==> config.mk <==
export PLATFORM = sky130hd
export DESIGN_NAME = c_token_scanner
export DESIGN_NICKNAME = d
export VERILOG_FILES = /design/src/rtl/ctks_pkg.sv /design/src/rtl/ctks_step.sv /design/src/rtl/ctks_outq.sv /design/src/rtl/c_token_scanner.sv
export SDC_FILE = /design/constraint.sdc
export NUM_CORES = 1
export LEC_CHECK = 0
export BUFFER_PORTS_ARGS = -buffer_cell sky130_fd_sc_hd__buf_4
export CAP_MARGIN = 20
export CORE_MARGIN = 1.5
export CORE_UTILIZATION = 50
export CTS_CLUSTER_SIZE = 20
export DETAILED_ROUTE_END_ITERATION = 6
export GPL_ROUTABILITY_DRIVEN = 0
export PLACE_DENSITY = 0.76
export REMOVE_ABC_BUFFERS = 1
export SLEW_MARGIN = 5
export SYNTH_ARGS = -nofsm -noshare
export SYNTH_HDL_FRONTEND = slang
export SYNTH_SLANG_ARGS = --single-unit
==> constraint.sdc <==
create_clock -name clk -period 3.5 [get_ports clk]
set_input_delay 0 -clock clk [delete_from_list [all_inputs] [get_ports clk]]
set_output_delay 0 -clock clk [all_outputs]
set_load 0.005 [all_outputs]
==> src/rtl/ctks_pkg.sv <==
// ----------------------------------------------------------------------------
// ctks_pkg
// Shared types, codes and character classes of the C token scanner.
// ----------------------------------------------------------------------------
package ctks_pkg;

  localparam int unsigned LEN_W     = 7;
  localparam int unsigned OQ_DEPTH  = 4;
  localparam int unsigned OQ_AW     = $clog2(OQ_DEPTH);
  localparam int unsigned OQ_CNT_W  = $clog2(OQ_DEPTH + 1);

  typedef logic [4:0] dfa_state_t;

  // DFA states
  localparam dfa_state_t S_NONE      = 5'd0;
  localparam dfa_state_t S_START     = 5'd1;
  localparam dfa_state_t S_IDENT     = 5'd2;
  localparam dfa_state_t S_NUMBER    = 5'd3;
  localparam dfa_state_t S_OP_EQ1    = 5'd4;
  localparam dfa_state_t S_OP_EQ2    = 5'd5;
  localparam dfa_state_t S_LT        = 5'd6;
  localparam dfa_state_t S_SHL       = 5'd7;
  localparam dfa_state_t S_LE        = 5'd8;
  localparam dfa_state_t S_GT        = 5'd9;
  localparam dfa_state_t S_SHR       = 5'd10;
  localparam dfa_state_t S_GE        = 5'd11;
  localparam dfa_state_t S_MINUS     = 5'd12;
  localparam dfa_state_t S_ARROW     = 5'd13;
  localparam dfa_state_t S_MINUS_EQ  = 5'd14;
  localparam dfa_state_t S_SEP       = 5'd15;
  localparam dfa_state_t S_STAR      = 5'd16;
  localparam dfa_state_t S_STAR_EQ   = 5'd17;
  localparam dfa_state_t S_SLASH     = 5'd18;
  localparam dfa_state_t S_SLASH_EQ  = 5'd19;
  localparam dfa_state_t S_BLK_OPEN  = 5'd20;
  localparam dfa_state_t S_LINE_OPEN = 5'd21;
  localparam dfa_state_t S_AMP       = 5'd22;
  localparam dfa_state_t S_AND_AND   = 5'd23;
  localparam dfa_state_t S_BAR       = 5'd24;
  localparam dfa_state_t S_OR_OR     = 5'd25;
  localparam dfa_state_t S_BLANK     = 5'd26;
  localparam dfa_state_t S_STRING    = 5'd27;

  typedef enum logic [2:0] {
    SM_NORMAL   = 3'd0,
    SM_BLK      = 3'd1,
    SM_BLK_STAR = 3'd2,
    SM_LINE     = 3'd3,
    SM_STR      = 3'd4,
    SM_STR_ESC  = 3'd5
  } scan_mode_t;

  // Event kinds
  localparam logic [1:0] EV_TOKEN = 2'd0;
  localparam logic [1:0] EV_ERROR = 2'd1;
  localparam logic [1:0] EV_END   = 2'd2;

  // Token classes
  localparam logic [1:0] TC_IDENT = 2'd0;
  localparam logic [1:0] TC_CONST = 2'd1;
  localparam logic [1:0] TC_OPER  = 2'd2;
  localparam logic [1:0] TC_SEP   = 2'd3;

  // Error codes
  localparam logic [1:0] ERR_UNKNOWN  = 2'd0;
  localparam logic [1:0] ERR_OPEN_CMT = 2'd1;
  localparam logic [1:0] ERR_NO_QUOTE = 2'd2;

  // Characters
  localparam logic [7:0] CH_NUL    = 8'h00;
  localparam logic [7:0] CH_TAB    = 8'h09;
  localparam logic [7:0] CH_LF     = 8'h0A;
  localparam logic [7:0] CH_CR     = 8'h0D;
  localparam logic [7:0] CH_SPACE  = 8'h20;
  localparam logic [7:0] CH_BANG   = 8'h21;
  localparam logic [7:0] CH_DQUOTE = 8'h22;
  localparam logic [7:0] CH_HASH   = 8'h23;
  localparam logic [7:0] CH_PCT    = 8'h25;
  localparam logic [7:0] CH_AMP    = 8'h26;
  localparam logic [7:0] CH_SQUOTE = 8'h27;
  localparam logic [7:0] CH_LPAR   = 8'h28;
  localparam logic [7:0] CH_RPAR   = 8'h29;
  localparam logic [7:0] CH_STAR   = 8'h2A;
  localparam logic [7:0] CH_PLUS   = 8'h2B;
  localparam logic [7:0] CH_COMMA  = 8'h2C;
  localparam logic [7:0] CH_MINUS  = 8'h2D;
  localparam logic [7:0] CH_DOT    = 8'h2E;
  localparam logic [7:0] CH_SLASH  = 8'h2F;
  localparam logic [7:0] CH_0      = 8'h30;
  localparam logic [7:0] CH_9      = 8'h39;
  localparam logic [7:0] CH_COLON  = 8'h3A;
  localparam logic [7:0] CH_SEMI   = 8'h3B;
  localparam logic [7:0] CH_LT     = 8'h3C;
  localparam logic [7:0] CH_EQ     = 8'h3D;
  localparam logic [7:0] CH_GT     = 8'h3E;
  localparam logic [7:0] CH_UC_A   = 8'h41;
  localparam logic [7:0] CH_UC_Z   = 8'h5A;
  localparam logic [7:0] CH_LBRK   = 8'h5B;
  localparam logic [7:0] CH_BSLASH = 8'h5C;
  localparam logic [7:0] CH_RBRK   = 8'h5D;
  localparam logic [7:0] CH_UNDER  = 8'h5F;
  localparam logic [7:0] CH_LC_A   = 8'h61;
  localparam logic [7:0] CH_LC_Z   = 8'h7A;
  localparam logic [7:0] CH_LBRACE = 8'h7B;
  localparam logic [7:0] CH_BAR    = 8'h7C;
  localparam logic [7:0] CH_RBRACE = 8'h7D;

  typedef struct packed {
    dfa_state_t        dfa_state;
    scan_mode_t        scan_mode;
    logic              quote_dbl;
    logic [LEN_W-1:0]  lex_cnt;
    logic              cnt_ovf;
  } scan_state_t;

  typedef struct packed {
    logic [1:0]        event_kind;
    logic [1:0]        token_class;
    dfa_state_t        accept_state;
    logic [1:0]        error_code;
    logic [LEN_W-1:0]  token_length;
    logic              too_long;
    logic              last;
  } result_t;

  function automatic logic is_letter(input logic [7:0] b);
    return (b >= CH_LC_A && b <= CH_LC_Z) || (b >= CH_UC_A && b <= CH_UC_Z) ||
           (b == CH_UNDER);
  endfunction

  function automatic logic is_digit(input logic [7:0] b);
    return (b >= CH_0) && (b <= CH_9);
  endfunction

  function automatic logic is_blank(input logic [7:0] b);
    return (b == CH_LF) || (b == CH_TAB) || (b == CH_CR) || (b == CH_SPACE);
  endfunction

  // Successor of a non-start state; S_NONE finishes the token.
  function automatic dfa_state_t next_of(input dfa_state_t s, input logic [7:0] b);
    dfa_state_t nx;
    nx = S_NONE;
    unique case (s)
      S_IDENT:  if (is_letter(b) || is_digit(b)) nx = S_IDENT;
      S_NUMBER: if (is_digit(b)) nx = S_NUMBER;
      S_OP_EQ1: if (b == CH_EQ) nx = S_OP_EQ2;
      S_LT: begin
        if (b == CH_LT) nx = S_SHL;
        else if (b == CH_EQ) nx = S_LE;
      end
      S_GT: begin
        if (b == CH_GT) nx = S_SHR;
        else if (b == CH_EQ) nx = S_GE;
      end
      S_MINUS: begin
        if (b == CH_GT) nx = S_ARROW;
        else if (b == CH_EQ) nx = S_MINUS_EQ;
      end
      S_STAR: begin
        if (b == CH_STAR) nx = S_STAR;
        else if (b == CH_EQ) nx = S_STAR_EQ;
      end
      S_SLASH: begin
        if (b == CH_EQ) nx = S_SLASH_EQ;
        else if (b == CH_STAR) nx = S_BLK_OPEN;
        else if (b == CH_SLASH) nx = S_LINE_OPEN;
      end
      S_AMP:   if (b == CH_AMP) nx = S_AND_AND;
      S_BAR:   if (b == CH_BAR) nx = S_OR_OR;
      S_BLANK: if (is_blank(b)) nx = S_BLANK;
      default: nx = S_NONE;
    endcase
    return nx;
  endfunction

  // State entered from start; S_NONE for an unknown character.
  function automatic dfa_state_t start_of(input logic [7:0] b);
    dfa_state_t s;
    s = S_NONE;
    unique case (b)
      CH_BANG, CH_PLUS, CH_PCT, CH_EQ: s = S_OP_EQ1;
      CH_LT:    s = S_LT;
      CH_GT:    s = S_GT;
      CH_MINUS: s = S_MINUS;
      CH_DOT, CH_COMMA, CH_SEMI, CH_LBRACE, CH_RBRACE, CH_LPAR, CH_RPAR,
      CH_LBRK, CH_RBRK, CH_HASH, CH_COLON: s = S_SEP;
      CH_STAR:  s = S_STAR;
      CH_SLASH: s = S_SLASH;
      CH_AMP:   s = S_AMP;
      CH_BAR:   s = S_BAR;
      default: begin
        if (is_letter(b)) s = S_IDENT;
        else if (is_digit(b)) s = S_NUMBER;
        else if (is_blank(b)) s = S_BLANK;
      end
    endcase
    return s;
  endfunction

  // Class of a finished state; valid low for states that give no token.
  function automatic logic [2:0] class_of(input dfa_state_t s);
    logic [2:0] r;
    if (s == S_IDENT) r = {1'b1, TC_IDENT};
    else if (s == S_NUMBER || s == S_STRING) r = {1'b1, TC_CONST};
    else if (s == S_SEP) r = {1'b1, TC_SEP};
    else if ((s >= S_OP_EQ1 && s <= S_MINUS_EQ) || (s >= S_STAR && s <= S_SLASH_EQ) ||
             (s >= S_AMP && s <= S_OR_OR)) r = {1'b1, TC_OPER};
    else r = 3'b000;
    return r;
  endfunction

endpackage

==> src/rtl/ctks_step.sv <==
// ----------------------------------------------------------------------------
// ctks_step
// One scanner step: current state and a byte in, next state and up to two
// results out. Purely combinational.
// ----------------------------------------------------------------------------
module ctks_step #(
  parameter int unsigned MAX_TOKEN_LEN = 127
) (
  input  ctks_pkg::scan_state_t cur,
  input  logic [7:0]            byte_i,
  output ctks_pkg::scan_state_t nxt,
  output logic [1:0]            res_cnt,
  output ctks_pkg::result_t     res0,
  output ctks_pkg::result_t     res1
);
  import ctks_pkg::*;

  localparam logic [LEN_W-1:0] MAX_LEN = LEN_W'(MAX_TOKEN_LEN);

  scan_state_t st_nxt;
  logic        st_v;
  result_t     st_res;
  logic        tk_v;
  result_t     tk_res;
  dfa_state_t  st_code;
  dfa_state_t  nx;
  logic [2:0]  cls;
  logic [LEN_W-1:0] bump_cnt;
  logic             bump_ovf;
  scan_state_t idle_st;

  // Saturating lexeme count
  always_comb begin
    if (cur.lex_cnt >= MAX_LEN) begin
      bump_cnt = MAX_LEN;
      bump_ovf = 1'b1;
    end else begin
      bump_cnt = cur.lex_cnt + 1'b1;
      bump_ovf = cur.cnt_ovf;
    end
  end

  always_comb begin
    idle_st           = cur;
    idle_st.dfa_state = S_START;
    idle_st.scan_mode = SM_NORMAL;
    idle_st.lex_cnt   = '0;
    idle_st.cnt_ovf   = 1'b0;
  end

  // Start-state scan of the byte
  always_comb begin
    st_nxt  = idle_st;
    st_v    = 1'b0;
    st_res  = '0;
    st_code = start_of(byte_i);
    if (byte_i == CH_NUL) begin
      st_v = 1'b1;
      st_res.event_kind = EV_END;
    end else if (byte_i == CH_DQUOTE || byte_i == CH_SQUOTE) begin
      st_nxt.scan_mode = SM_STR;
      st_nxt.quote_dbl = (byte_i == CH_DQUOTE);
    end else if (st_code == S_NONE) begin
      st_v = 1'b1;
      st_res.event_kind = EV_ERROR;
      st_res.error_code = ERR_UNKNOWN;
    end else begin
      st_nxt.dfa_state = st_code;
      st_nxt.lex_cnt   = LEN_W'(1);
    end
  end

  always_comb begin
    nxt    = cur;
    tk_v   = 1'b0;
    tk_res = '0;
    res0   = '0;
    res1   = '0;
    res_cnt = 2'd0;
    nx  = next_of(cur.dfa_state, byte_i);
    cls = class_of(cur.dfa_state);
    unique case (cur.scan_mode)
      SM_BLK, SM_BLK_STAR: begin
        if (byte_i == CH_NUL) begin
          tk_v = 1'b1;
          tk_res.event_kind = EV_ERROR;
          tk_res.error_code = ERR_OPEN_CMT;
          nxt = idle_st;
        end else if (cur.scan_mode == SM_BLK_STAR && byte_i == CH_SLASH) begin
          nxt = idle_st;
        end else begin
          nxt.scan_mode = (byte_i == CH_STAR) ? SM_BLK_STAR : SM_BLK;
        end
      end
      SM_LINE: begin
        if (byte_i == CH_LF || byte_i == CH_NUL) begin
          nxt  = st_nxt;
          tk_v = st_v;
          tk_res = st_res;
        end
      end
      SM_STR, SM_STR_ESC: begin
        if (byte_i == CH_NUL) begin
          tk_v = 1'b1;
          tk_res.event_kind = EV_ERROR;
          tk_res.error_code = ERR_NO_QUOTE;
          nxt = idle_st;
        end else if (cur.scan_mode == SM_STR &&
                     byte_i == (cur.quote_dbl ? CH_DQUOTE : CH_SQUOTE)) begin
          tk_v = 1'b1;
          tk_res.event_kind   = EV_TOKEN;
          tk_res.token_class  = TC_CONST;
          tk_res.accept_state = S_STRING;
          tk_res.token_length = cur.lex_cnt;
          tk_res.too_long     = cur.cnt_ovf;
          nxt = idle_st;
        end else begin
          nxt.lex_cnt = bump_cnt;
          nxt.cnt_ovf = bump_ovf;
          if (cur.scan_mode == SM_STR_ESC) nxt.scan_mode = SM_STR;
          else if (byte_i == CH_BSLASH) nxt.scan_mode = SM_STR_ESC;
        end
      end
      default: begin
        nxt.scan_mode = SM_NORMAL;
        if (cur.dfa_state == S_START) begin
          nxt    = st_nxt;
          tk_v   = st_v;
          tk_res = st_res;
        end else if (nx != S_NONE) begin
          if (nx == S_BLK_OPEN) begin
            nxt = idle_st;
            nxt.scan_mode = SM_BLK;
          end else if (nx == S_LINE_OPEN) begin
            nxt = idle_st;
            nxt.scan_mode = SM_LINE;
          end else begin
            nxt.dfa_state = nx;
            nxt.lex_cnt   = bump_cnt;
            nxt.cnt_ovf   = bump_ovf;
          end
        end else begin
          // finish the token, then rescan the byte from start
          tk_v = cls[2];
          tk_res.event_kind   = EV_TOKEN;
          tk_res.token_class  = cls[1:0];
          tk_res.accept_state = cur.dfa_state;
          tk_res.token_length = cur.lex_cnt;
          tk_res.too_long     = cur.cnt_ovf;
          nxt = st_nxt;
          if (st_v) begin
            if (tk_v) begin
              res1 = st_res;
              res1.last = 1'b1;
            end else begin
              tk_v   = 1'b1;
              tk_res = st_res;
            end
            res_cnt = tk_v && cls[2] ? 2'd2 : 2'd1;
          end
        end
      end
    endcase
    res0 = tk_res;
    if (res_cnt == 2'd0) res_cnt = {1'b0, tk_v};
    res0.last = (res_cnt == 2'd1);
  end

endmodule

==> src/rtl/ctks_outq.sv <==
// ----------------------------------------------------------------------------
// ctks_outq
// Small result queue: takes up to two results a cycle, hands out one beat.
// ----------------------------------------------------------------------------
module ctks_outq (
  input  logic                         clk,
  input  logic                         rst_n,
  input  logic [1:0]                   push_n,
  input  ctks_pkg::result_t            push_d0,
  input  ctks_pkg::result_t            push_d1,
  input  logic                         pop,
  output logic [ctks_pkg::OQ_CNT_W-1:0] count,
  output ctks_pkg::result_t            head
);
  import ctks_pkg::*;

  result_t               mem [OQ_DEPTH];
  logic [OQ_AW-1:0]      wr_ptr_r;
  logic [OQ_AW-1:0]      rd_ptr_r;
  logic [OQ_CNT_W-1:0]   cnt_r;
  logic [OQ_CNT_W-1:0]   cnt_nxt;

  always_comb begin
    cnt_nxt = cnt_r + OQ_CNT_W'(push_n) - OQ_CNT_W'(pop);
  end

  always_ff @(posedge clk) begin
    if (!rst_n) begin
      wr_ptr_r <= '0;
      rd_ptr_r <= '0;
      cnt_r    <= '0;
    end else begin
      wr_ptr_r <= wr_ptr_r + OQ_AW'(push_n);
      if (pop) rd_ptr_r <= rd_ptr_r + 1'b1;
      cnt_r <= cnt_nxt;
    end
  end

  always_ff @(posedge clk) begin
    if (push_n != 2'd0) mem[wr_ptr_r] <= push_d0;
    if (push_n == 2'd2) mem[wr_ptr_r + 1'b1] <= push_d1;
  end

  assign count = cnt_r;
  assign head  = mem[rd_ptr_r];

endmodule

==> src/rtl/c_token_scanner.sv <==
// ----------------------------------------------------------------------------
// c_token_scanner
// Byte-serial C lexical scanner with a streamed result channel.
// ----------------------------------------------------------------------------
// Usage:
//   in_*  : one source byte per beat in in_tdata; byte 0 marks end of input.
//   out_* : one result per beat; out_tuser carries the event kind (token,
//           lexical error, end of input), out_tdata the token details, and
//           out_tlast marks the final result caused by an input byte.
//   A byte is registered on acceptance in the input stage, stepped through
//   the DFA from that register and its results written into a four-entry
//   queue; the first result shows on out_tvalid once the queue's registered
//   count is nonzero. Throughput is one byte per cycle while the queue has
//   room. The step advances only while the queue holds room for two results,
//   so a byte that yields both a token and an end or error result costs one
//   extra queue slot. When the receiver stalls, the queue fills and
//   in_tready drops; no result is lost or reordered.
//   Reset puts the DFA in its start state with normal scanning, and empties
//   the input stage and the queue.
// ----------------------------------------------------------------------------
module c_token_scanner #(
  parameter int unsigned MAX_TOKEN_LEN = 127
) (
  input  logic        clk,
  input  logic        rst_n,
  input  logic        in_tvalid,
  output logic        in_tready,
  input  logic [7:0]  in_tdata,    // [7:0] source_byte
  output logic        out_tvalid,
  input  logic        out_tready,
  output logic [23:0] out_tdata,   // [1:0] token_class, [6:2] accept_state,
                                   // [8:7] error_code, [15:9] token_length,
                                   // [16] too_long, [23:17] zero
  output logic [1:0]  out_tuser,   // [1:0] event_kind
  output logic        out_tlast
);
  import ctks_pkg::*;

  logic                stg_v_r;
  logic [7:0]          stg_byte_r;
  scan_state_t         st_r;
  scan_state_t         st_nxt;
  logic [1:0]          res_cnt;
  result_t             res0;
  result_t             res1;
  logic                adv;
  logic [OQ_CNT_W-1:0] q_cnt;
  result_t             q_head;
  logic                in_acc;
  logic                pop;

  assign adv       = stg_v_r && (q_cnt <= OQ_CNT_W'(OQ_DEPTH - 2));
  assign in_tready = !stg_v_r || adv;
  assign in_acc    = in_tvalid && in_tready;

  always_ff @(posedge clk) begin
    if (!rst_n) begin
      stg_v_r <= 1'b0;
    end else if (in_acc) begin
      stg_v_r <= 1'b1;
    end else if (adv) begin
      stg_v_r <= 1'b0;
    end
  end

  always_ff @(posedge clk) begin
    if (in_acc) stg_byte_r <= in_tdata;
  end

  always_ff @(posedge clk) begin
    if (!rst_n) begin
      st_r.dfa_state <= S_START;
      st_r.scan_mode <= SM_NORMAL;
      st_r.quote_dbl <= 1'b0;
      st_r.lex_cnt   <= '0;
      st_r.cnt_ovf   <= 1'b0;
    end else if (adv) begin
      st_r <= st_nxt;
    end
  end

  ctks_step #(
    .MAX_TOKEN_LEN (MAX_TOKEN_LEN)
  ) u_step (
    .cur     (st_r),
    .byte_i  (stg_byte_r),
    .nxt     (st_nxt),
    .res_cnt (res_cnt),
    .res0    (res0),
    .res1    (res1)
  );

  assign pop = out_tvalid && out_tready;

  ctks_outq u_outq (
    .clk     (clk),
    .rst_n   (rst_n),
    .push_n  (adv ? res_cnt : 2'd0),
    .push_d0 (res0),
    .push_d1 (res1),
    .pop     (pop),
    .count   (q_cnt),
    .head    (q_head)
  );

  assign out_tvalid = (q_cnt != '0);
  assign out_tuser  = q_head.event_kind;
  assign out_tlast  = q_head.last;
  assign out_tdata  = {7'd0, q_head.too_long, q_head.token_length, q_head.error_code,
                       q_head.accept_state, q_head.token_class};

endmodule

======== Yosys cells after proc, flatten, opt, wreduce, memory -nomap -nowiden ========
Memories as Yosys holds them, arrays and structs flattened. A register that Yosys moved wholly into a read port is not among the register bits.
Cells that the tools add are included.
storage, ports and cells
  logic and storage cells ................. 240
  input bits .............................. 12
  output and inout port bits .............. 29
  register bits ........................... 33
  bits in writable memories ............... 80
  memories ................................ 1
operators by class
  bitwise logic cells ..................... 2
  muxes and demuxes ....................... 107
  reduce and logical (&&, ||, !) cells .... 41
  $add $sub $neg .......................... 6
  equality and inequality tests ........... 59
  order comparisons ....................... 14
memory list
  name        depth  width  rd ports  clocked after Yosys merged registers in  wr ports  line             RTL
  u_outq.mem  4      20     1         1                                        2         ctks_outq.sv:17  result_t mem [OQ_DEPTH];
operators by type and width
  cell                                                                                 count
  20-bit 2-to-1 mux                                                                    10
  8-bit by 6-bit == test with 1-bit output, second input constant                      20
  17-bit 2-to-1 mux                                                                    6
  5-bit 2-to-1 mux                                                                     18
  8-bit by 7-bit == test with 1-bit output, second input constant                      7
  5-bit one-hot mux with 11 select lines                                               1
  17-bit one-hot mux with 3 select lines                                               1
  5-bit one-hot mux with 9 select lines                                                1
  5-bit == test, second input constant                                                 8
  8-bit 2-to-1 mux                                                                     5
  3-bit 2-to-1 mux                                                                     11
  2-bit 2-to-1 mux                                                                     16
  8-bit by 4-bit == test with 1-bit output, second input constant                      3
  1-bit 2-to-1 mux                                                                     24
  8-bit one-hot mux with 3 select lines                                                1
  7-bit 2-to-1 mux                                                                     3
  7-bit one-hot mux with 3 select lines                                                1
  8-bit by 7-bit greater-or-equal comparator with 1-bit output, second input constant  2
  8-bit by 7-bit less-or-equal comparator with 1-bit output, second input constant     2
  16-bit 2-to-1 mux                                                                    1
  4-bit 2-to-1 mux                                                                     4
  5-bit by 4-bit == test with 1-bit output, second input constant                      3
  1-bit logical AND                                                                    12
  1-bit logical OR                                                                     12
  44 further kinds                                                                     57

======== Depth between registers and ports, before layout ========
Gate-level depths: netlist of run 1.
  word-level depth ........................ 28
  mapped depth ............................ 17
  depth with buffers taken out ............ 14

======== Hierarchy ========
A second synthesis of run 1 with hierarchy kept.
second synthesis, totals
  cell total of the unflattened synthesis .. 703
  area total of the unflattened synthesis .. 7593.5 µm²
by module, submodules not included
  module           cells each  instances  area each (µm²)  seq. area each (µm²)
  ctks_outq        239         1          4316.6           2582.5
  ctks_step        363         1          2190.9           0.0
  c_token_scanner  101         1          1086.0           600.6

======== Worst setup path after synthesis of run 1 ========
Ideal clock, no wire load.
  path type ............................... reg2reg
  start ................................... register stg_byte_r[3]
  end ..................................... register u_outq.cnt_r[2] (netlist: u_outq.count[2])
  library setup time ...................... 117 ps
  required time ........................... 3383 ps
  path buffers ............................ 1
  path slack .............................. -307 ps
  period minus slack after synthesis ...... 3807 ps
  arrival ................................. 3690 ps
  cell stages (with the launch flop) ...... 16
  cell sequence ........................... edfxtp_1 -> and3b_1 -> o2111ai_2 -> a2111oi_2 -> or4_1 -> or3_4 -> o31ai_4 -> buf_4 -> nand4_1 -> ha_1 -> inv_1 -> ha_1 -> fa_1 -> xor2_1 -> xnor2_1 -> nor2_1
between the ends
  longest elaborated chain between the ends .. 21
  elaborated cells between the ends (all ways) .. 94
  classes of those cells .................. add/sub (2); order compare (6); eq/ne (30); mux (38); reduce/logical (18)
ends and longest elaborated chain
  item                                                                                                                   line                   RTL
  start: declaration                                                                                                     c_token_scanner.sv:40  logic [7:0] stg_byte_r;
  start signal: assignment                                                                                               c_token_scanner.sv:67  if (in_acc) stg_byte_r <= in_tdata;
  parallel branches: the longest is 17 deep, another holds 8-bit by 7-bit greater-or-equal comparator with 1-bit output  n/a
  2-bit 2-to-1 mux (*)                                                                                                   ctks_step.sv:165       if (res_cnt == 2'd0) res_cnt = {1'b0, tk_v};
  2-bit 2-to-1 mux (*)                                                                                                   c_token_scanner.sv:98  .push_n (adv ? res_cnt : 2'd0),
  3-bit by 2-bit adder with 3-bit output (*)                                                                             ctks_outq.sv:24        cnt_nxt = cnt_r + OQ_CNT_W'(push_n) - OQ_CNT_W'(pop);
  3-bit by 1-bit subtractor with 3-bit output (*)                                                                        ctks_outq.sv:24
  end signal: assignment                                                                                                 ctks_outq.sv:35        cnt_r <= cnt_nxt;
  end: declaration                                                                                                       ctks_outq.sv:20        logic [OQ_CNT_W-1:0] cnt_r;
Mark *: on every way between the ends.
A chain may end at the register's enable or synchronous reset.

======== Worst setup path in the final report of run 1 ========
  start ................................... register stg_byte_r[4]
  end ..................................... register u_outq.cnt_r[2] (netlist: u_outq.count[2])
Same word-level chain as after synthesis.

==> metrics.yaml, run 1 <==
synth-compound-area-share_pct: 21.0
dpl_cell_area_um2: 7540
report.final.slew_viol_count: 0
design_area_um2: 8490
fin_setup_tns_ns: -0.472
yosysUniqueCellTypes: 88
synth_top_family_by_area: "simple AND/OR/NAND/NOR gates"
comb_power_share_pct: 32.5
yosys.area_share.simple_pct: 24.7
async_flop_share_pct: 0
grt_max_degree: 25
violations: "design-rule violations, negative setup slack"
syn_area_um2: 6590
gr-usage-met1_pct: 34.8
core_um2: 12700
fin_cells: 1053
cp-end-kind: "flip-flop"
yosys.cell_count.top_type: "dfxtp_1"
p_sw_mw: 1.74
synthAdderAreaFrac_pct: 1.25
crit_type: "flip-flop to flip-flop"
cts_tree: "done"
p_sw_share_pct: 34.4
min_path_type: "input pin to flip-flop"
syn_area_per_cell_um2: 8.84
synthMuxAreaShare_pct: 7.16
top_usage_layer: "met2"
cap_violations: 0
grt_pass1_vias: 6484
pwr_density_cell_nw_per_um2: 597
placed_cells: 993
diodes: 0
met3_usage_pct: 6.78
grtUsageMet2_pct: 47.8
arrival_ns: 4.12
grtUsageTotal_pct: 28.9
total_power_mw: 5.06
portBuffers: 33
finalHoldViolCount: 0
pre_cts_ws_ns: -0.327
p_clk_share_pct: 33.6
power.internal_mw: 3.32
clk_pin_slew_worst_paths_ns: 0.05
clock_path_buffers: 2
worst_skew_pair.late_latency_ns: 0.42
path_max_fanout: 4
crit_required_ns: 3.80
setup_viol: 2
synth_cells: 745
rsz0062_at_grt: "true"
numCtsBuffers: 17
grt_overflow: 0
die-width_um: 118
fin_crit_ns: 3.82
area_growth_pct: 28.8
max_freq_mhz: 261
synthTopCellsByCount: "95 x dfxtp_1, 66 x o21ai_0, 64 x nand3_1"
synth_xor_area_share_pct: 1.73
yosys_warnings: 0
drc: 1
dr.first_iter.drc_count: 830
synth.area.top_cells: "dfxtp_1 29%, edfxtp_1 9.1%, mux4_2 6.8%"
synth_top_area_share_pct: 28.9
wl_per_cell_um: 19.3
synth-edff-count: 20
drive_above_1_share_pct: 28.3
wl_um: 20300
via_per_inst: 6.36
antenna_left: 0
ir_worst_vdd_mv: 0.439
yosys_most_used_dff: "dfxtp_1"
nFillCells: 992
ys_seq_elements: 115
r2r_setup_slack_ns: -0.32
nNetsFinal: 886
via_count: 6700
drt-pass1-iter-count: 7
hpwl_um: 13900
post-synth-top-area-cell: "dfxtp_1"
seqPwrFrac_pct: 33.9
cts_root_buf: "clkbuf_16"
min_period_over_period_pct: 109
fin_ws_ns: -0.324
cts_max_level: 4
skew_ns: 0.00597
antenna_found_initial: 0
die-height_um: 118
leakage_nw: 3.23
die-area_um2: 13900
startpoint_type: "flip-flop"
start_util_pct: 51.8
row_count: 41
run_status: "finished with violations"
ys_seq_area_share_pct: 38.0
grt_pass1_wl_um: 32300
cts.sinks: 115
worst_slew_pin_slew_ns: 1.03
pin_count: 41
slew_headroom_pct: 31.4
==> power by group through the flow <==
stage,sequential [mW],clock (mW),combinational (mW)
5_1_grt,1.74,1.76,1.76
4_1_cts,1.72,1.70,1.54
2_1_floorplan,1.73,0,0.848
3_5_place_dp,1.75,0,1.48
6_report,1.72,1.70,1.64
3_3_place_gp,1.73,0,1.44
==> kinds of logic (layout without fill, tap and decap cells) <==
kind of cell / count (synthesis) / in the layout
AO/OA/AOI/OAI: 210 / 210
XOR/XNOR: 13 / 13
adder cells (fa/ha/maj): 6 / 6
buffers and inverters: 91 / 221
flip-flops: 115 / 115
multiplexers: 22 / 22
other: 1 / 7
AND/OR/NAND/NOR: 287 / 287
==> cell type report <==
cell class	count	area, µm²	area share (%)
Inverter	24	90.1	1.06
Multi-Input combinational cell	545	3820	45.0
Timing Repair Buffer	165	1270	15.0
Clock inverter	11	97.6	1.15
Sequential cell	115	2500	29.5
Clock buffer	21	483	5.69
Tap cell	172	215	2.54
==> placed cells by master (no fill, tap or decap), types with 15 or more instances in the layout <==
cell type,synthesis,final
nand2_1,52,52
inv_1,21,21
a31oi_1,15,15
o21ai_0,66,66
clkbuf_16,0,19
mux4_2,20,20
buf_4,10,153
a21oi_1,38,38
dfxtp_1,95,94
nand3_1,64,64
edfxtp_1,20,20
nor2_1,43,42
and2_1,17,15
==> state kept, by name, summed over array words and instances (netlist names), named ones only <==
signal / flops
u_outq.mem: 80
stg_byte_r: 8
u_outq.wr_ptr_r: 2
st_r: 17
stg_v_r: 1
u_outq.rd_ptr_r: 2
u_outq.count: 3
==> final timing paths <==
path                                  startpoint            endpoint  cells after the start
worst max-delay path               stg_byte_r[4]     u_outq.count[2]                     17
worst min register to register  u_outq.mem[1][9]    u_outq.mem[1][9]                      2
worst min-delay path                  out_tready  u_outq.rd_ptr_r[0]                      4
worst max register to register     stg_byte_r[4]     u_outq.count[2]                     17
==> per-stage QoR <==
step	util, %	hold slack [ns]
2_1_floorplan	-	0.0762
3_3_place_gp	59.2	0.179
3_5_place_dp	59.2	0.179
4_1_cts	65.9	0.0704
5_1_grt	66.7	0.118
6_report	66.7	0.0770
==> worst max-delay path: stages, from the launching register on <==
cell      delay, ns
edfxtp_1       0.39
buf_4          0.15
buf_4          0.12
inv_1          0.06
buf_4          0.15
nor4b_1        0.54
a221oi_1       0.25
nor3b_4        0.23
nand3_1        0.15
and2_1         0.18
nand4_1        0.18
ha_1           0.35
inv_1          0.04
ha_2           0.17
fa_2           0.34
xor2_1         0.22
xnor2_1        0.15
nor2_1         0.05
==> routing by layer <==
layer	vias to the layer above	share of wire [%]
li1	3045	-
met1	3176	39
met2	388	49
met3	91	7.7
met4	0	4.0
met5	-	0
==> repair_timing <==
action                                  CTS  global route
gates resized for setup                  14            11
endpoints found under the setup margin    3            42
hold buffers                             10             0
buffers inserted                         13             3
gates cloned                              1             0
pin swaps                                11             4
hold endpoints to repair                 21             0
(Power assumes the default switching activity.)
==> inputs of run 2 (changes only) <==
--- a/config.mk
+++ b/config.mk
@@ -6,5 +6,5 @@
 export NUM_CORES = 1
 export LEC_CHECK = 0
-export BUFFER_PORTS_ARGS = -buffer_cell sky130_fd_sc_hd__buf_4
+export BUFFER_PORTS_ARGS = -buffer_cell sky130_fd_sc_hd__buf_2
 export CAP_MARGIN = 20
 export CORE_MARGIN = 1.5
==> constraint.sdc (replaced) <==
create_clock -name clk -period 3.5 [get_ports clk]
set_input_delay 0 -clock clk [delete_from_list [all_inputs] [get_ports clk]]
set_output_delay 0 -clock clk [all_outputs]
set_load 0.02 [all_outputs]
==> run 2 against run 1 <==
  * The flow finishes with violations (negative setup slack)
  * Wire length shrank 4.4%
  * Critical path depth shrank 3
  * Hold slack got worse by 0.0016 ns
  * Power is 0.76% higher
  * Cell count down 0.95%
  * Combinational power decreased by 4%
  * Cell area is 2.3% lower
  * Die area did not move
  * Via count shrank 1.6%
  * Largest power group is now clock
==> metrics.yaml, run 2 (same netlist as run 1, synthesis figures left out) <==
nFillCells: 1011  # +1.9%
diodes: 0  # unchanged
fin_setup_tns_ns: -0.475  # -0.00287 ns
cap_violations: 0  # unchanged
grt_overflow: 0  # unchanged
violations: "negative setup slack"
cts_root_buf: "clkbuf_16"
dpl_cell_area_um2: 7470  # -0.83%
setup_viol: 2  # unchanged
leakage_nw: 3.16  # -2.2%
grt_pass1_wl_um: 31600  # -2.2%
portBuffers: 33  # unchanged
clock_path_buffers: 2  # unchanged
start_util_pct: 51.8  # unchanged
p_sw_mw: 1.75  # +0.60%
arrival_ns: 4.13  # about the same
via_per_inst: 6.32  # -0.62%
finalHoldViolCount: 0  # unchanged
pwr_density_cell_nw_per_um2: 615  # +3.1%
hpwl_um: 13800  # -0.97%
layout_common_cells: "109 x buf_4, 95 x dfxtp_1, 66 x o21ai_0"
rsz0062_at_grt: "true"
antenna_found_initial: 0  # unchanged
pin_count: 41  # unchanged
drive_above_1_share_pct: 26.3  # -2.0 points
core_um2: 12700  # unchanged
max_freq_mhz: 262  # +0.11%
design_area_um2: 8290  # -2.3%
grtUsageTotal_pct: 28.4  # -0.57 points
wl_um: 19400  # -4.4%
grt_max_degree: 25  # unchanged
min_path_type: "input pin to flip-flop"
via_count: 6595  # -1.6%
fin_ws_ns: -0.320  # +0.00422 ns
worst_slew_pin_slew_ns: 1.07  # +0.0423 ns
skew_ns: 0.00686  # +0.000889 ns
power.internal_mw: 3.35  # +0.84%
cts_max_level: 4  # unchanged
startpoint_type: "flip-flop"
clk_pin_slew_worst_paths_ns: 0.05  # about the same
numCtsBuffers: 17  # unchanged
final_common_cell: "buf_4"
nNetsFinal: 876  # -1.1%
crit_type: "flip-flop to flip-flop"
total_power_mw: 5.10  # +0.76%
die-area_um2: 13900  # unchanged
cts_tree: "done"
comb_power_share_pct: 31.0  # -1.5 points
report.final.slew_viol_count: 0  # unchanged
grt_pass1_vias: 6398  # -1.3%
area_growth_pct: 25.8
fin_cells: 1043  # -0.95%
drt-pass1-iter-count: 6  # -1
row_count: 41  # unchanged
die-height_um: 118  # unchanged
placed_cells: 994  # +0.10%
top_register: "u_outq.mem"
path_max_fanout: 2  # -2
crit_required_ns: 3.81  # about the same
pre_cts_ws_ns: -0.282  # +0.0449 ns
largest_reg_flops: 80  # unchanged
wl_per_cell_um: 18.6  # -3.5%
slew_headroom_pct: 28.6  # -2.8 points
min_period_over_period_pct: 109  # -0.12 points
worst_skew_pair.late_latency_ns: 0.43  # about the same
p_sw_share_pct: 34.4  # -0.053 points
seqPwrFrac_pct: 33.8  # about the same
antenna_left: 0  # unchanged
drc: 0  # -1
p_clk_share_pct: 35.2  # +1.6 points
die-width_um: 118  # unchanged
ir_worst_vdd_mv: 0.432  # -1.6%
cp-end-kind: "flip-flop"
reg_top3: "u_outq.mem: 80 flops, st_r: 17 flops, stg_byte_r: 8 flops"
run_status: "finished with violations"
cts.sinks: 115  # unchanged
fin_crit_ns: 3.82  # -0.00422 ns
dr.first_iter.drc_count: 956  # +15%
==> run 2: cell types whose count changed in the layout (fill, tap and decap cells not counted), sizes merged <==
| cell | change |
|---|---|
| inv | -2 |
| clkinvlp | -1 |
| buf | -10 |
| clkinv | +1 |
| bufinv | +2 |
==> run 2: worst max-delay path, cell delays in order, from the launching register on <==
cell and delay [ns]:
edfxtp_1 0.42, and3b_1 0.23, o2111ai_2 0.24, a2111oi_2 0.12
or4_4 0.56, or3_4 0.41, o31ai_4 0.20, nand4_1 0.20
ha_1 0.35, inv_1 0.04, ha_1 0.18, fa_1 0.39
xor2_1 0.18, xnor2_1 0.13, nor2_1 0.05
==> run 2: worst paths after layout <==
path | start | end | slack, ns | depth (start not counted)
hold reg to reg | u_outq.mem[1][9] | u_outq.mem[1][9] | 0.46 | 2
setup / recovery | stg_byte_r[3] | u_outq.count[2] | -0.32 | 14
hold / removal | out_tready | u_outq.rd_ptr_r[0] | 0.08 | 4
setup reg to reg | stg_byte_r[3] | u_outq.count[2] | -0.32 | 14
==> run 2: through the flow <==
| step | utilization, % | hold WS [ns] |
|---|---|---|
| detailed placement | 58.8 | 0.178 |
| global route | 65.2 | 0.105 |
| CTS | 64.6 | 0.0681 |
| finish | 65.2 | 0.0754 |
| global placement | 58.8 | 0.180 |
| floorplan | - | 0.0762 |
==> run 2: cell type report <==
class | instances | area [µm²] | share of cell area (%)
Timing Repair Buffer | 155 | 1130 | 13.6
Clock inverter | 11 | 153 | 1.84
Inverter | 24 | 90.1 | 1.09
Multi-Input combinational cell | 545 | 3740 | 45.1
Sequential cell | 115 | 2500 | 30.2
Tap cell | 172 | 215 | 2.60
Clock buffer | 21 | 460 | 5.55
==> run 2: layer usage <==
| metal | routed length, µm | GRT usage (%) | vias up |
|---|---|---|---|
| li1 | - | - | 3024 |
| met1 | 7800 | 34.8 | 3093 |
| met2 | 9540 | 47.0 | 399 |
| met3 | 1470 | 6.98 | 79 |
| met4 | 634 | 13.0 | 0 |
| met5 | 0 | 0 | - |
==> run 2: power groups by stage <==
stage	Sequential, mW	Clock [mW]	Combinational (mW)
2_1_floorplan	1.73	0	0.927
3_3_place_gp	1.73	0	1.47
3_5_place_dp	1.75	0	1.51
4_1_cts	1.72	1.81	1.54
5_1_grt	1.75	1.87	1.70
6_report	1.72	1.80	1.58
==> run 2: what timing repair did <==
action,in CTS,in global routing
endpoints found under the setup margin,7,34
gates cloned,0,0
setup buffers,2,5
endpoints found under the hold margin,21,0
hold buffers,10,0
pin swaps,3,2
resized for setup,4,7
==> inputs of run 3 (changes only) <==
Settings changed: GPL_TIMING_DRIVEN set to 0, MAX_ROUTING_LAYER set to met4.
==> run 3 against run 2 <==
  * The run still ends with negative setup slack left
  * Via count is 1.0% lower
  * Die area stayed put
  * First-iteration DRC count is 11% lower
  * Critical path depth is 2 higher
  * Combinational power is 4% lower
  * Cell count is 5.3% lower
  * Wire length is 3.1% higher
  * Clock skew is 0.00080 ns higher
  * Fmax is 4.8% lower
  * Power is 3.0% lower
  * Sequential power hardly changed
  * Hold slack worse by 0.0059 ns
  * Critical path type unchanged
  * Largest cell class unchanged
  * Largest power group is now sequential cells
==> metrics.yaml, run 3 (same netlist as run 1, synthesis figures left out) <==
via_count: 6528  # -1.0%
pre_cts_ws_ns: -1.24  # -0.958 ns
die-width_um: 118  # unchanged
min_path_type: "input pin to flip-flop"
violations: "negative setup slack"
pin_count: 41  # unchanged
run_status: "finished with violations"
cp_common_cell: "nand4_1"
cts_max_level: 4  # unchanged
reg_top3: "u_outq.mem: 80 flops, st_r: 17 flops, stg_byte_r: 8 flops"
worst_skew_pair.late_latency_ns: 0.42  # about the same
clk_pin_slew_worst_paths_ns: 0.06  # about the same
worst_hold_slack_ns: 0.0696  # -0.00589 ns
hpwl_um: 11400  # -17%
cts_root_buf: "clkbuf_16"
cts_tree: "done"
r2r_cells: 16  # +2
worst_hold_path.endpoint: "u_outq.rd_ptr_r[0]"
slew_headroom_pct: 28.5  # -0.11 points
max_stage_delay_ns: 0.55  # about the same
hold_depth: 4  # unchanged
drc: 0  # unchanged
largest_reg_flops: 80  # unchanged
numCtsBuffers: 17  # unchanged
cp_num_buf_inv: 3  # +2
report.final.slew_viol_count: 0  # unchanged
grt_overflow: 0  # unchanged
total_power_mw: 4.95  # -3.0%
clock_path_buffers: 2  # unchanged
final_common_cell: "dfxtp_1"
worst_slew_pin_slew_ns: 1.07  # +0.000926 ns
fin_setup_tns_ns: -8.46  # -7.98 ns
fin_crit_ns: 4.01  # +0.193 ns
antenna_found_initial: 0  # unchanged
startpoint_type: "flip-flop"
reg2reg_to: "u_outq.count[2]"
hold_start: "out_tready"
pwr_density_cell_nw_per_um2: 612  # -0.57%
core_um2: 12700  # unchanged
nFillCells: 1007  # -0.40%
cts.sinks: 115  # unchanged
crit_required_ns: 3.80  # about the same
critPathTopFamily: "simple AND/OR/NAND/NOR gates"
skew_ns: 0.00766  # +0.000798 ns
setup_viol: 82  # +80
dr.first_iter.drc_count: 849  # -11%
die-height_um: 118  # unchanged
min_period_over_period_pct: 115  # +5.5 points
layout_common_cells: "91 x dfxtp_1, 65 x o21ai_0, 62 x nand3_1"
cp-end-kind: "flip-flop"
drive_above_1_share_pct: 25.6  # -0.68 points
drt-pass1-iter-count: 6  # unchanged
cap_violations: 0  # unchanged
grt_pass1_vias: 6131  # -4.2%
area_growth_pct: 22.8
grt_pass1_wl_um: 31000  # -1.8%
row_count: 41  # unchanged
portBuffers: 33  # unchanged
die-area_um2: 13900  # unchanged
ir_worst_vdd_mv: 0.457  # +5.8%
fin_ws_ns: -0.513  # -0.193 ns
timing.rr.start: "stg_byte_r[5]"
wl_per_cell_um: 20.3  # +8.8%
finalHoldViolCount: 0  # unchanged
arrival_ns: 4.31  # +0.18 ns
top_register: "u_outq.mem"
r2r_setup_slack_ns: -0.51  # -0.19 ns
path_max_fanout: 9  # +7
start_util_pct: 51.8  # unchanged
wl_um: 20000  # +3.1%
antenna_left: 0  # unchanged
rsz0062_at_grt: "true"
leakage_nw: 2.92  # -7.4%
grt_max_degree: 36  # +44%
via_per_inst: 6.61  # +4.5%
crit_type: "flip-flop to flip-flop"
crit_path_top_delay_cell: "or4_4"
cp_cell_sequence: "buf_6 -> nor4b_4 -> buf_4 -> nand4_1 -> a21oi_1 -> or4_4 -> or3_4 -> o31ai_4 -> nand4_1 -> ha_1 -> inv_1 -> ha_2 -> fa_2 -> xor2_2 -> xnor2_1 -> nor2_1"
grtUsageTotal_pct: 28.7  # +0.32 points
max_freq_mhz: 249  # -4.8%
diodes: 0  # unchanged
nNetsFinal: 821  # -6.3%
run 3: changes by cell type in the layout (fill, tap and decap cells not counted), sizes merged:
cell,before,now
buf,145,90
inv,24,33
clkinv,7,3
clkbuf,21,18
bufinv,3,1
run 3: per-stage QoR:
stage	cell area [µm²]	instances	utilization (%)
after floorplan	6290	684	-
after global placement	6670	889	52.5
after detailed placement	6700	891	52.7
after CTS	7820	970	61.5
after global routing	8090	988	63.6
final	8090	988	63.6
run 3: layer usage:
| metal | part of all wire [%] | wire length (µm) | global-route usage (%) | vias up |
|---|---|---|---|---|
| li1 | - | - | - | 2914 |
| met1 | 38 | 7610 | 33.9 | 3058 |
| met2 | 48 | 9620 | 46.1 | 452 |
| met3 | 9.7 | 1940 | 7.17 | 104 |
| met4 | 4.4 | 875 | 13.3 | 0 |
| met5 | 0 | 0 | - | - |
run 3: timing repair:
| item | in CTS | in global routing |
|---|---|---|
| gates resized for setup | 37 | 24 |
| pin swaps | 13 | 16 |
| setup endpoints to repair | 109 | 102 |
| hold endpoints to repair | 20 | 0 |
| hold buffers | 10 | 0 |
| gates cloned | 0 | 1 |
| setup buffers | 37 | 17 |
run 3: worst max path at each step:
stage                       start              end  depth (start not counted)
global placement    stg_byte_r[0]  u_outq.count[2]                         14
global route        stg_byte_r[5]  u_outq.count[2]                         16
floorplan           stg_byte_r[3]  u_outq.count[2]                         14
finish              stg_byte_r[5]  u_outq.count[2]                         16
detailed placement  stg_byte_r[0]  u_outq.count[2]                         14
CTS                 stg_byte_r[4]  u_outq.count[2]                         15
run 3: layout make-up:
type / instances / area (µm²) / share of cell area (%)
Inverter: 24 / 91.3 / 1.13
Clock buffer: 18 / 439 / 5.43
Timing Repair Buffer: 100 / 736 / 9.10
Multi-Input combinational cell: 545 / 3970 / 49.0
Tap cell: 172 / 215 / 2.66
Sequential cell: 115 / 2510 / 31.0
Clock inverter: 14 / 135 / 1.67
run 3: power breakdown:
| part | switching [mW] | internal, mW | total (mW) |
|---|---|---|---|
| sequential | 0.227 | 1.52 | 1.75 |
| clock | 0.675 | 1.01 | 1.69 |
| combinational | 0.928 | 0.586 | 1.51 |
| total | 1.83 | 3.12 | 4.95 |
run 3: worst register-to-register path: cells and delay by family, from the launching register on:
kind / cells / cell delay (ns)
AOI/OAI and AO/OA: 2 / 0.32
xor gates and xnor gates: 2 / 0.29
adders and majority gates: 3 / 0.89
buffers and inverters: 3 / 0.35
DFF: 1 / 0.42
and+or+nand+nor: 6 / 1.62
